==> config.mk <==
export PLATFORM = sky130hd
export DESIGN_NAME = magnetometer_otp_compensation
export DESIGN_NICKNAME = d
export VERILOG_FILES = /design/src/hw/rtl/mag_otp_pkg.sv /design/src/hw/rtl/magnetometer_otp_compensation.sv
export VERILOG_INCLUDE_DIRS = /design/src /design/src/hw/rtl
export SDC_FILE = /design/constraint.sdc
export NUM_CORES = 2
export LEC_CHECK = 0
export BUFFER_PORTS_ARGS = -buffer_cell sky130_fd_sc_hd__buf_2
export CORE_ASPECT_RATIO = 1.25
export CORE_UTILIZATION = 67
export DETAILED_ROUTE_END_ITERATION = 8
export GPL_TIMING_DRIVEN = 0
export PLACE_DENSITY = 0.82
export SETUP_SLACK_MARGIN = 0.5
export SYNTH_ARGS = -nofsm -noshare
export SYNTH_HDL_FRONTEND = slang
export SYNTH_SLANG_ARGS = --single-unit
export TNS_END_PERCENT = 5
==> constraint.sdc <==
create_clock -name clk -period 8.2 [get_ports clk]
set_clock_uncertainty 0.15 [all_clocks]
set_input_delay 0.41 -clock clk [delete_from_list [all_inputs] [get_ports clk]]
set_output_delay 0.41 -clock clk [all_outputs]
set_load 0.02 [all_outputs]
==> src/hw/rtl/assert_macros.svh <==
// ----------------------------------------------------------------------------
// Assertion macros
// Shared concurrent assertion forms, clocked on clk, quiet while arst_n is low.
// ----------------------------------------------------------------------------
`ifndef ASSERT_MACROS_SVH
`define ASSERT_MACROS_SVH

// Consequent must hold in the same cycle as the antecedent.
`define ASSERT_SAME(label, ante, cons, msg) \
	label: assert property (@(posedge clk) disable iff (!arst_n) (ante) |-> (cons)) \
		else $error(msg);

// Consequent must hold in the cycle after the antecedent.
`define ASSERT_NEXT(label, ante, cons, msg) \
	label: assert property (@(posedge clk) disable iff (!arst_n) (ante) |=> (cons)) \
		else $error(msg);

`endif

==> src/hw/rtl/mag_otp_pkg.sv <==
`timescale 1ns / 1ps
// ----------------------------------------------------------------------------
// mag_otp_pkg
// Widths, constants and register indexes of the magnetometer compensation.
// ----------------------------------------------------------------------------
package mag_otp_pkg;

	localparam int RAW_W   = 16;
	localparam int FIELD_W = 16;
	localparam int CFG_W   = 8;
	localparam int IDX_W   = 1;

	// register indexes
	localparam logic [IDX_W-1:0] REG_TRIM_LOW  = 1'b0;
	localparam logic [IDX_W-1:0] REG_TRIM_HIGH = 1'b1;

	// axis term: (raw - 32768) * 1000 / 1024
	localparam int TERM_MUL_W = 26;
	localparam int TERM_SHIFT = 10;
	localparam logic signed [TERM_MUL_W-1:0] TERM_SCALE = 26'sd1000;
	localparam logic signed [TERM_MUL_W-1:0] TERM_BIAS  = 26'sd1023;

	// gains
	localparam int YGAIN_W = 11;   // 814..1186
	localparam int ZGAIN_W = 14;   // 10989..16011
	localparam logic signed [11:0] YGAIN_BASE = 12'sd1000;
	localparam logic signed [11:0] YGAIN_STEP = 12'sd6;
	localparam logic signed [14:0] ZGAIN_BASE = 15'sd13500;
	localparam logic signed [14:0] ZGAIN_STEP = 15'sd81;

	// products and magnitudes
	localparam int PY_W  = 27;
	localparam int PZ_W  = 30;
	localparam int MY_W  = 26;
	localparam int MZ_W  = 29;

	// exact reciprocals: floor(m / d) = (m * R) >> K for m below 2^M_W
	localparam int RY_W = 27;
	localparam int RZ_W = 30;
	localparam int KY   = 36;
	localparam int KZ   = 43;
	localparam logic [RY_W-1:0] RECIP_Y = 27'd68719477;   // ceil(2^36 / 1000)
	localparam logic [RZ_W-1:0] RECIP_Z = 30'd879609303;  // ceil(2^43 / 10000)
	localparam int Q_W = 16;

	localparam logic signed [FIELD_W-1:0] SAT_MAX = 16'sh7fff;
	localparam logic signed [FIELD_W-1:0] SAT_MIN = 16'sh8000;

endpackage

==> src/hw/rtl/magnetometer_otp_compensation.sv <==
`timescale 1ns / 1ps
// ----------------------------------------------------------------------------
// magnetometer_otp_compensation
// Raw three-axis sample to trimmed, saturated milligauss field values.
// ----------------------------------------------------------------------------
//  channel   | handshake                  | payload
//  ----------+----------------------------+-----------------------------
//  sample    | sample_valid / sample_stall| raw_x, raw_y, raw_z
//  field     | field_valid / field_stall  | field_x, field_y, field_z
//  config    | cfg_we                     | cfg_index, cfg_data
//
//  One item per cycle while sample_stall is low; six register stages. The
//  constant-reciprocal multipliers of stage five set the stage depth.
//  Reset clears all stage valid bits and both trim bytes (trims of zero).
//  A stall fills empty stages first; sample_stall rises only when all
//  six stages hold an item.
// ----------------------------------------------------------------------------
`include "assert_macros.svh"

module magnetometer_otp_compensation (
	input  logic                                  clk,
	input  logic                                  arst_n,
	input  logic                                  sample_valid,
	output logic                                  sample_stall,
	input  logic [mag_otp_pkg::RAW_W-1:0]         raw_x,
	input  logic [mag_otp_pkg::RAW_W-1:0]         raw_y,
	input  logic [mag_otp_pkg::RAW_W-1:0]         raw_z,
	output logic                                  field_valid,
	input  logic                                  field_stall,
	output logic signed [mag_otp_pkg::FIELD_W-1:0] field_x,
	output logic signed [mag_otp_pkg::FIELD_W-1:0] field_y,
	output logic signed [mag_otp_pkg::FIELD_W-1:0] field_z,
	input  logic                                  cfg_we,
	input  logic [mag_otp_pkg::IDX_W-1:0]         cfg_index,
	input  logic [mag_otp_pkg::CFG_W-1:0]         cfg_data
);

	localparam int FW = mag_otp_pkg::FIELD_W;

	// (raw - 32768) * 1000 / 1024, truncating toward zero
	function automatic logic signed [FW-1:0] axis_term(
			input logic [mag_otp_pkg::RAW_W-1:0] raw);
		logic signed [FW-1:0] d;
		logic signed [mag_otp_pkg::TERM_MUL_W-1:0] p;
		logic signed [mag_otp_pkg::TERM_MUL_W-1:0] pb;
		d  = $signed({~raw[mag_otp_pkg::RAW_W-1], raw[mag_otp_pkg::RAW_W-2:0]});
		p  = mag_otp_pkg::TERM_MUL_W'(d) * mag_otp_pkg::TERM_SCALE;
		pb = p[mag_otp_pkg::TERM_MUL_W-1] ? (p + mag_otp_pkg::TERM_BIAS) : p;
		return pb[mag_otp_pkg::TERM_SHIFT +: FW];
	endfunction

	function automatic logic signed [FW-1:0] sat17(input logic signed [FW:0] v);
		logic signed [FW:0] hi;
		logic signed [FW:0] lo;
		hi = (FW+1)'(mag_otp_pkg::SAT_MAX);
		lo = (FW+1)'(mag_otp_pkg::SAT_MIN);
		if (v > hi) begin
			return mag_otp_pkg::SAT_MAX;
		end else if (v < lo) begin
			return mag_otp_pkg::SAT_MIN;
		end
		return v[FW-1:0];
	endfunction

	// 6-bit trim code: c below 32 gives c, else 32 - c
	function automatic logic signed [6:0] decode_trim(input logic [5:0] c);
		logic signed [6:0] m;
		m = $signed({2'b00, c[4:0]});
		return c[5] ? -m : m;
	endfunction

	// configuration
	logic [mag_otp_pkg::CFG_W-1:0] trim_low_q;
	logic [mag_otp_pkg::CFG_W-1:0] trim_high_q;

	always_ff @(posedge clk or negedge arst_n) begin
		if (!arst_n) begin
			trim_low_q  <= '0;
			trim_high_q <= '0;
		end else if (cfg_we) begin
			case (cfg_index)
				mag_otp_pkg::REG_TRIM_LOW:  trim_low_q  <= cfg_data;
				mag_otp_pkg::REG_TRIM_HIGH: trim_high_q <= cfg_data;
				default: ;
			endcase
		end
	end

	logic signed [6:0]  y_trim;
	logic signed [6:0]  z_trim;
	logic signed [11:0] y_gain;
	logic signed [14:0] z_gain;

	assign y_trim = decode_trim(trim_low_q[5:0]);
	assign z_trim = decode_trim({trim_high_q[3:0], trim_low_q[7:6]});
	assign y_gain = mag_otp_pkg::YGAIN_BASE + mag_otp_pkg::YGAIN_STEP * 12'(y_trim);
	assign z_gain = mag_otp_pkg::ZGAIN_BASE + mag_otp_pkg::ZGAIN_STEP * 15'(z_trim);

	// flow control: a stage moves when it is empty or the next one moves
	logic vld_s1, vld_s2, vld_s3, vld_s4, vld_s5, vld_s6;
	logic en1, en2, en3, en4, en5, en6;

	assign en6 = !vld_s6 || !field_stall;
	assign en5 = !vld_s5 || en6;
	assign en4 = !vld_s4 || en5;
	assign en3 = !vld_s3 || en4;
	assign en2 = !vld_s2 || en3;
	assign en1 = !vld_s1 || en2;
	assign sample_stall = !en1;

	always_ff @(posedge clk or negedge arst_n) begin
		if (!arst_n) begin
			vld_s1 <= 1'b0;
			vld_s2 <= 1'b0;
			vld_s3 <= 1'b0;
			vld_s4 <= 1'b0;
			vld_s5 <= 1'b0;
			vld_s6 <= 1'b0;
		end else begin
			if (en1) vld_s1 <= sample_valid;
			if (en2) vld_s2 <= vld_s1;
			if (en3) vld_s3 <= vld_s2;
			if (en4) vld_s4 <= vld_s3;
			if (en5) vld_s5 <= vld_s4;
			if (en6) vld_s6 <= vld_s5;
		end
	end

	// stage 1: axis terms
	logic signed [FW-1:0] tx_s1, ty_s1, tz_s1;
	// stage 2: saturated difference and sum, gains
	logic signed [FW-1:0] tx_s2, diff_s2, sum_s2;
	logic [mag_otp_pkg::YGAIN_W-1:0] y_gain_s2;
	logic [mag_otp_pkg::ZGAIN_W-1:0] z_gain_s2;
	// stage 3: gain products
	logic signed [FW-1:0] tx_s3;
	logic signed [mag_otp_pkg::PY_W-1:0] py_s3;
	logic signed [mag_otp_pkg::PZ_W-1:0] pz_s3;
	// stage 4: sign and magnitude
	logic signed [FW-1:0] tx_s4;
	logic ny_s4, nz_s4;
	logic [mag_otp_pkg::MY_W-1:0] my_s4;
	logic [mag_otp_pkg::MZ_W-1:0] mz_s4;
	// stage 5: quotient magnitudes
	logic signed [FW-1:0] tx_s5;
	logic ny_s5, nz_s5;
	logic [mag_otp_pkg::Q_W-1:0] qy_s5, qz_s5;
	// stage 6: output
	logic signed [FW-1:0] field_x_s6, field_y_s6, field_z_s6;

	logic signed [FW:0] diff_w, sum_w;
	logic signed [mag_otp_pkg::PY_W-1:0] py_w;
	logic signed [mag_otp_pkg::PZ_W-1:0] pz_w;
	logic signed [mag_otp_pkg::PY_W-1:0] py_abs;
	logic signed [mag_otp_pkg::PZ_W-1:0] pz_abs;
	logic [mag_otp_pkg::MY_W+mag_otp_pkg::RY_W-1:0] qy_full;
	logic [mag_otp_pkg::MZ_W+mag_otp_pkg::RZ_W-1:0] qz_full;
	logic signed [FW:0] fy_w, fz_w;

	assign diff_w = (FW+1)'(ty_s1) - (FW+1)'(tz_s1);
	assign sum_w  = (FW+1)'(ty_s1) + (FW+1)'(tz_s1);
	assign py_w   = mag_otp_pkg::PY_W'(diff_s2)
		* mag_otp_pkg::PY_W'($signed({1'b0, y_gain_s2}));
	assign pz_w   = mag_otp_pkg::PZ_W'(sum_s2)
		* mag_otp_pkg::PZ_W'($signed({1'b0, z_gain_s2}));
	assign py_abs = py_s3[mag_otp_pkg::PY_W-1] ? -py_s3 : py_s3;
	assign pz_abs = pz_s3[mag_otp_pkg::PZ_W-1] ? -pz_s3 : pz_s3;
	assign qy_full = (mag_otp_pkg::MY_W+mag_otp_pkg::RY_W)'(my_s4)
		* (mag_otp_pkg::MY_W+mag_otp_pkg::RY_W)'(mag_otp_pkg::RECIP_Y);
	assign qz_full = (mag_otp_pkg::MZ_W+mag_otp_pkg::RZ_W)'(mz_s4)
		* (mag_otp_pkg::MZ_W+mag_otp_pkg::RZ_W)'(mag_otp_pkg::RECIP_Z);
	assign fy_w = ny_s5 ? -$signed({1'b0, qy_s5}) : $signed({1'b0, qy_s5});
	assign fz_w = nz_s5 ? -$signed({1'b0, qz_s5}) : $signed({1'b0, qz_s5});

	always_ff @(posedge clk) begin
		if (en1) begin
			tx_s1 <= axis_term(raw_x);
			ty_s1 <= axis_term(raw_y);
			tz_s1 <= axis_term(raw_z);
		end
		if (en2) begin
			tx_s2     <= tx_s1;
			diff_s2   <= sat17(diff_w);
			sum_s2    <= sat17(sum_w);
			y_gain_s2 <= y_gain[mag_otp_pkg::YGAIN_W-1:0];
			z_gain_s2 <= z_gain[mag_otp_pkg::ZGAIN_W-1:0];
		end
		if (en3) begin
			tx_s3 <= tx_s2;
			py_s3 <= py_w;
			pz_s3 <= pz_w;
		end
		if (en4) begin
			tx_s4 <= tx_s3;
			ny_s4 <= py_s3[mag_otp_pkg::PY_W-1];
			nz_s4 <= pz_s3[mag_otp_pkg::PZ_W-1];
			my_s4 <= py_abs[mag_otp_pkg::MY_W-1:0];
			mz_s4 <= pz_abs[mag_otp_pkg::MZ_W-1:0];
		end
		if (en5) begin
			tx_s5 <= tx_s4;
			ny_s5 <= ny_s4;
			nz_s5 <= nz_s4;
			qy_s5 <= qy_full[mag_otp_pkg::KY +: mag_otp_pkg::Q_W];
			qz_s5 <= qz_full[mag_otp_pkg::KZ +: mag_otp_pkg::Q_W];
		end
		if (en6) begin
			field_x_s6 <= tx_s5;
			field_y_s6 <= sat17(fy_w);
			field_z_s6 <= sat17(fz_w);
		end
	end

	assign field_valid = vld_s6;
	assign field_x     = field_x_s6;
	assign field_y     = field_y_s6;
	assign field_z     = field_z_s6;

	logic all_full;
	logic x_in_range;
	logic trim_zero;
	logic gain_base;

	assign all_full   = vld_s1 && vld_s2 && vld_s3 && vld_s4 && vld_s5 && vld_s6;
	assign x_in_range = (field_x >= -16'sd32000) && (field_x <= 16'sd31999);
	assign trim_zero  = (trim_low_q == '0) && (trim_high_q[3:0] == 4'd0);
	assign gain_base  = (y_gain == mag_otp_pkg::YGAIN_BASE)
		&& (z_gain == mag_otp_pkg::ZGAIN_BASE);

	`ASSERT_SAME(a_stall_full, sample_stall, all_full, "input stalled with an empty stage")
	`ASSERT_NEXT(a_s5_to_out, vld_s5 && en6, field_valid, "item lost at output stage")
	`ASSERT_SAME(a_x_range, field_valid, x_in_range, "X term out of range")
	`ASSERT_SAME(a_zero_trim, trim_zero, gain_base, "zero trim gives wrong gain")

endmodule

==> flow_summary.yaml <==
floorplan:
  top_level_ports: 112
  rows: 127
  die_height_um: 351
  core_area_um2: 96300
  die_outline_area_um2: 98800
  floorplan.initialDensity_pct: 67.9
  die_w_um: 281
grt:
  grt_remaining_overflow: 0
  grt_pass1_wl_mm: 239
  number_of_antenna_violations_at_the_first_check_in_global_routing: 3
  first_global_vias: 47700
  grt_max_degree: 74
  globalRouteTotalUtil_pct: 31.0
synthesis:
  synth_cell_types: 83
  synth-edff-count: 362
  synth.ff_latch_count: 380
  synth.net_count: 8405
  synth_instances: 6203
  synth_area_per_cell_um2: 10.5
  post_synth_instance_area_um2: 65400
  post_synthesis_sequential_area_ratio_pct: 17.3
  synth-async-reset-ratio_pct: 4.74
  ys_dominant_reg_cell: "sky130_fd_sc_hd__edfxtp_1"
  synth.yosys.warnings: 0
layout:
  drive_above_1_share_pct: 5.50
  fin_area_um2: 69900
  antennaDiodeCount: 0
  layout.cells.most_common: "sky130_fd_sc_hd__inv_1"
  area_growth_syn_to_layout_pct: 6.94
  num-nets-final: 8644
  most_used_cells_in_the_layout_excluding_fill_and_tap_cells: "sky130_fd_sc_hd__inv_1, sky130_fd_sc_hd__fa_1, sky130_fd_sc_hd__ha_1"
timing:
  timing_worst_slew_pin_value_ps: 980
  achievable-frequency_mhz: 133
  final_max_slew_violation_count: 0
  final_hold_viol_count: 0
  finalSetupViolations: 0
  grt_setup_unrepaired: "yes"
  period_utilisation_layout_pct: 92.0
  worst_max_slew_margin_expressed_relative_to_the_limit_pct: 34.7
  minimum_clock_period_ps: 7540
route:
  first_iter_violations: 2445
  via_count: 43600
  drcViolationCount: 0
  detail-route-antenna-nets: 0
  detail_route.vias_per_cell: 5.62
  totalWireLength_mm: 146
  dr.pass1.iters: 8
  route.detailed.wl_per_inst_um: 18.9
run:
  maxCapViolations: 0
clock_network:
  clk_pin_slew_ps: 70
  cts.root.buffer_cell: "sky130_fd_sc_hd__clkbuf_16"
  htreeDepth: 2
  cts-buffers-inserted: 41
  tritoncts_clock_tree: "built"
  clock_tree.buffer_depth: 3
  cts_sinks: 380
  clkLatencyLatePin_ps: 610
placement:
  routabilityCongestion: 1.04
  dpl-instance-area_um2: 67600
  portBuffers: 111
  hpwl_mm: 124
outcome:
  run_status: "complete, no violations"
setup_path:
  class_of_the_most_critical_setup_path: "flop to flop"
  data_required_critical_path_ps: 8390
  worst-path-max-fanout: 6
  worst_setup_start_kind: "flop"
  critical_path_arrival_ps: 7730
  endpoint_type_of_the_worst_setup_path: "flop"
worst_hold_path:
  min-delay-path-class: "primary input to async pin"
## cell families (layout without fill, tap and decap cells)
kind of cell,Yosys count,count (layout),synth area share (%)
xor gates and xnor gates,311,311,4.17
adders and majority gates,2149,2149,54.0
buffers and inverters,1665,1933,9.58
AOI/OAI and AO/OA,674,674,6.68
and+or+nand+nor,1013,1013,8.03
muxes,11,11,0.182
DFF,380,380,17.3
## final timing paths
path,cells past startpoint,start,to,slack [ps]
setup / recovery,20,mz_s4[8]$_DFFE_PP_,qz_s5[15]$_DFFE_PP_,660
hold / removal,2,arst_n,trim_low_q[5]$_DFFE_PN0P_,150
setup reg to reg,20,mz_s4[8]$_DFFE_PP_,qz_s5[15]$_DFFE_PP_,660
hold reg to reg,0,tx_s3[9]$_DFFE_PP_,tx_s4[9]$_DFFE_PP_,260
max in group asynchronous,2,arst_n,vld_s3$_DFFE_PN0P_,7390
min in group clk,3,cfg_we,trim_high_q[0]$_DFFE_PN0P_,170
## sequential cells by signal (all words and copies together), names as in the netlist, 4 cells and up
name	cells
field_z	16
field_x	16
trim_high_q	4
my_s4	25
tz_s1	16
qz_s5	16
tx_s5	16
trim_low_q	8
diff_s2	16
y_gain_s2	10
sum_s2	16
tx_s4	16
pz_s3	30
mz_s4	29
tx_s1	16
py_s3	26
tx_s2	16
qy_s5	16
ty_s1	16
z_gain_s2	14
field_y	16
tx_s3	16
## metal layers
layer,vias up,track usage [%],part of all wire [%]
met2,1297,55.6,51
met3,419,3.70,5.3
met5,-,0,0.055
met1,21800,36.9,38
li1,20100,-,-
met4,6,14.7,5.5
## critical path: stages, from the launching register on
cell,delay (ps)
sky130_fd_sc_hd__edfxtp_1,520
sky130_fd_sc_hd__ha_2,470
sky130_fd_sc_hd__inv_1,140
sky130_fd_sc_hd__fa_1,560
sky130_fd_sc_hd__fa_1,540
sky130_fd_sc_hd__inv_1,60
sky130_fd_sc_hd__fa_1,580
sky130_fd_sc_hd__fa_1,500
sky130_fd_sc_hd__fa_1,530
sky130_fd_sc_hd__fa_1,590
sky130_fd_sc_hd__fa_1,440
sky130_fd_sc_hd__ha_2,390
sky130_fd_sc_hd__and3_2,250
sky130_fd_sc_hd__nand4_1,150
sky130_fd_sc_hd__a2111oi_4,250
sky130_fd_sc_hd__a21boi_4,290
sky130_fd_sc_hd__a211o_4,160
sky130_fd_sc_hd__nand2_1,110
sky130_fd_sc_hd__a211oi_2,320
sky130_fd_sc_hd__a21oi_1,120
sky130_fd_sc_hd__xnor2_1,160
## cells in the mapped netlist (5+ instances only)
cell,n,area (µm²)
sky130_fd_sc_hd__fa_1,1126,22500
sky130_fd_sc_hd__nand4_1,30,188
sky130_fd_sc_hd__xnor2_1,218,1910
sky130_fd_sc_hd__a2111oi_0,5,43.8
sky130_fd_sc_hd__or2_2,19,119
sky130_fd_sc_hd__o2111ai_1,6,52.6
sky130_fd_sc_hd__o21bai_1,27,203
sky130_fd_sc_hd__o31ai_1,32,240
sky130_fd_sc_hd__edfxtp_1,362,10900
sky130_fd_sc_hd__ha_1,1014,12700
sky130_fd_sc_hd__a211o_1,11,96.3
sky130_fd_sc_hd__inv_1,1575,5910
sky130_fd_sc_hd__o21a_1,44,330
sky130_fd_sc_hd__a21o_1,85,638
sky130_fd_sc_hd__or3_1,18,113
sky130_fd_sc_hd__a211oi_1,22,165
sky130_fd_sc_hd__nor2b_1,32,200
sky130_fd_sc_hd__o41ai_1,11,96.3
sky130_fd_sc_hd__maj3_1,9,90.1
sky130_fd_sc_hd__clkbuf_1,82,308
sky130_fd_sc_hd__nor2_1,132,495
sky130_fd_sc_hd__a41oi_1,5,43.8
sky130_fd_sc_hd__a31o_2,6,52.6
sky130_fd_sc_hd__nor3b_1,11,82.6
sky130_fd_sc_hd__or4_1,12,90.1
sky130_fd_sc_hd__nand3_1,49,245
sky130_fd_sc_hd__o31a_1,5,43.8
sky130_fd_sc_hd__a21boi_0,7,52.6
sky130_fd_sc_hd__and2_1,245,1530
sky130_fd_sc_hd__a21oi_1,182,911
sky130_fd_sc_hd__nor4_1,12,75.1
sky130_fd_sc_hd__dfrtp_1,18,450
sky130_fd_sc_hd__and3_1,30,188
sky130_fd_sc_hd__nor3_1,49,245
sky130_fd_sc_hd__xor2_1,93,815
sky130_fd_sc_hd__nand2_1,303,1140
sky130_fd_sc_hd__o211ai_1,10,75.1
sky130_fd_sc_hd__a31oi_1,13,81.3
sky130_fd_sc_hd__o21ai_0,158,791
sky130_fd_sc_hd__buf_1,6,22.5
sky130_fd_sc_hd__and4_1,9,78.8
sky130_fd_sc_hd__mux2_2,7,78.8
sky130_fd_sc_hd__nand2b_1,40,250
## repair_timing
action | in CTS | in global routing
endpoints found under the hold margin | 30 | 0
buffers inserted | 23 | 48
endpoints found under the setup margin | 12 | 19
gates resized for setup | 21 | 33
pin swaps | 7 | 15
hold buffers | 10 | 0
## metrics by stage
step,cells,utilization (%),setup slack [ps],setup TNS (ps),hold slack [ps]
after CTS,7713,72.1,423,0,128
after floorplan,6203,-,776,0,-35.6
final,7761,72.6,657,0,147
after detailed placement,7608,70.2,-117,-122,238
after global placement,7604,70.1,-102,-102,231
after global routing,7761,72.6,445,0,168
## layout make-up
class	count	area, µm²
multi-input combinational	4158	48000
fill	6665	26400
sequential	380	11300
inverter	1575	5910
tap	1290	1610
timing repair buffer	196	1270
clock buffer	45	1050
clock inverter	27	372
buffer	90	353
Power is not shown: default switching activity piles up to over one toggle a cycle in this logic, so the estimate is an artifact.
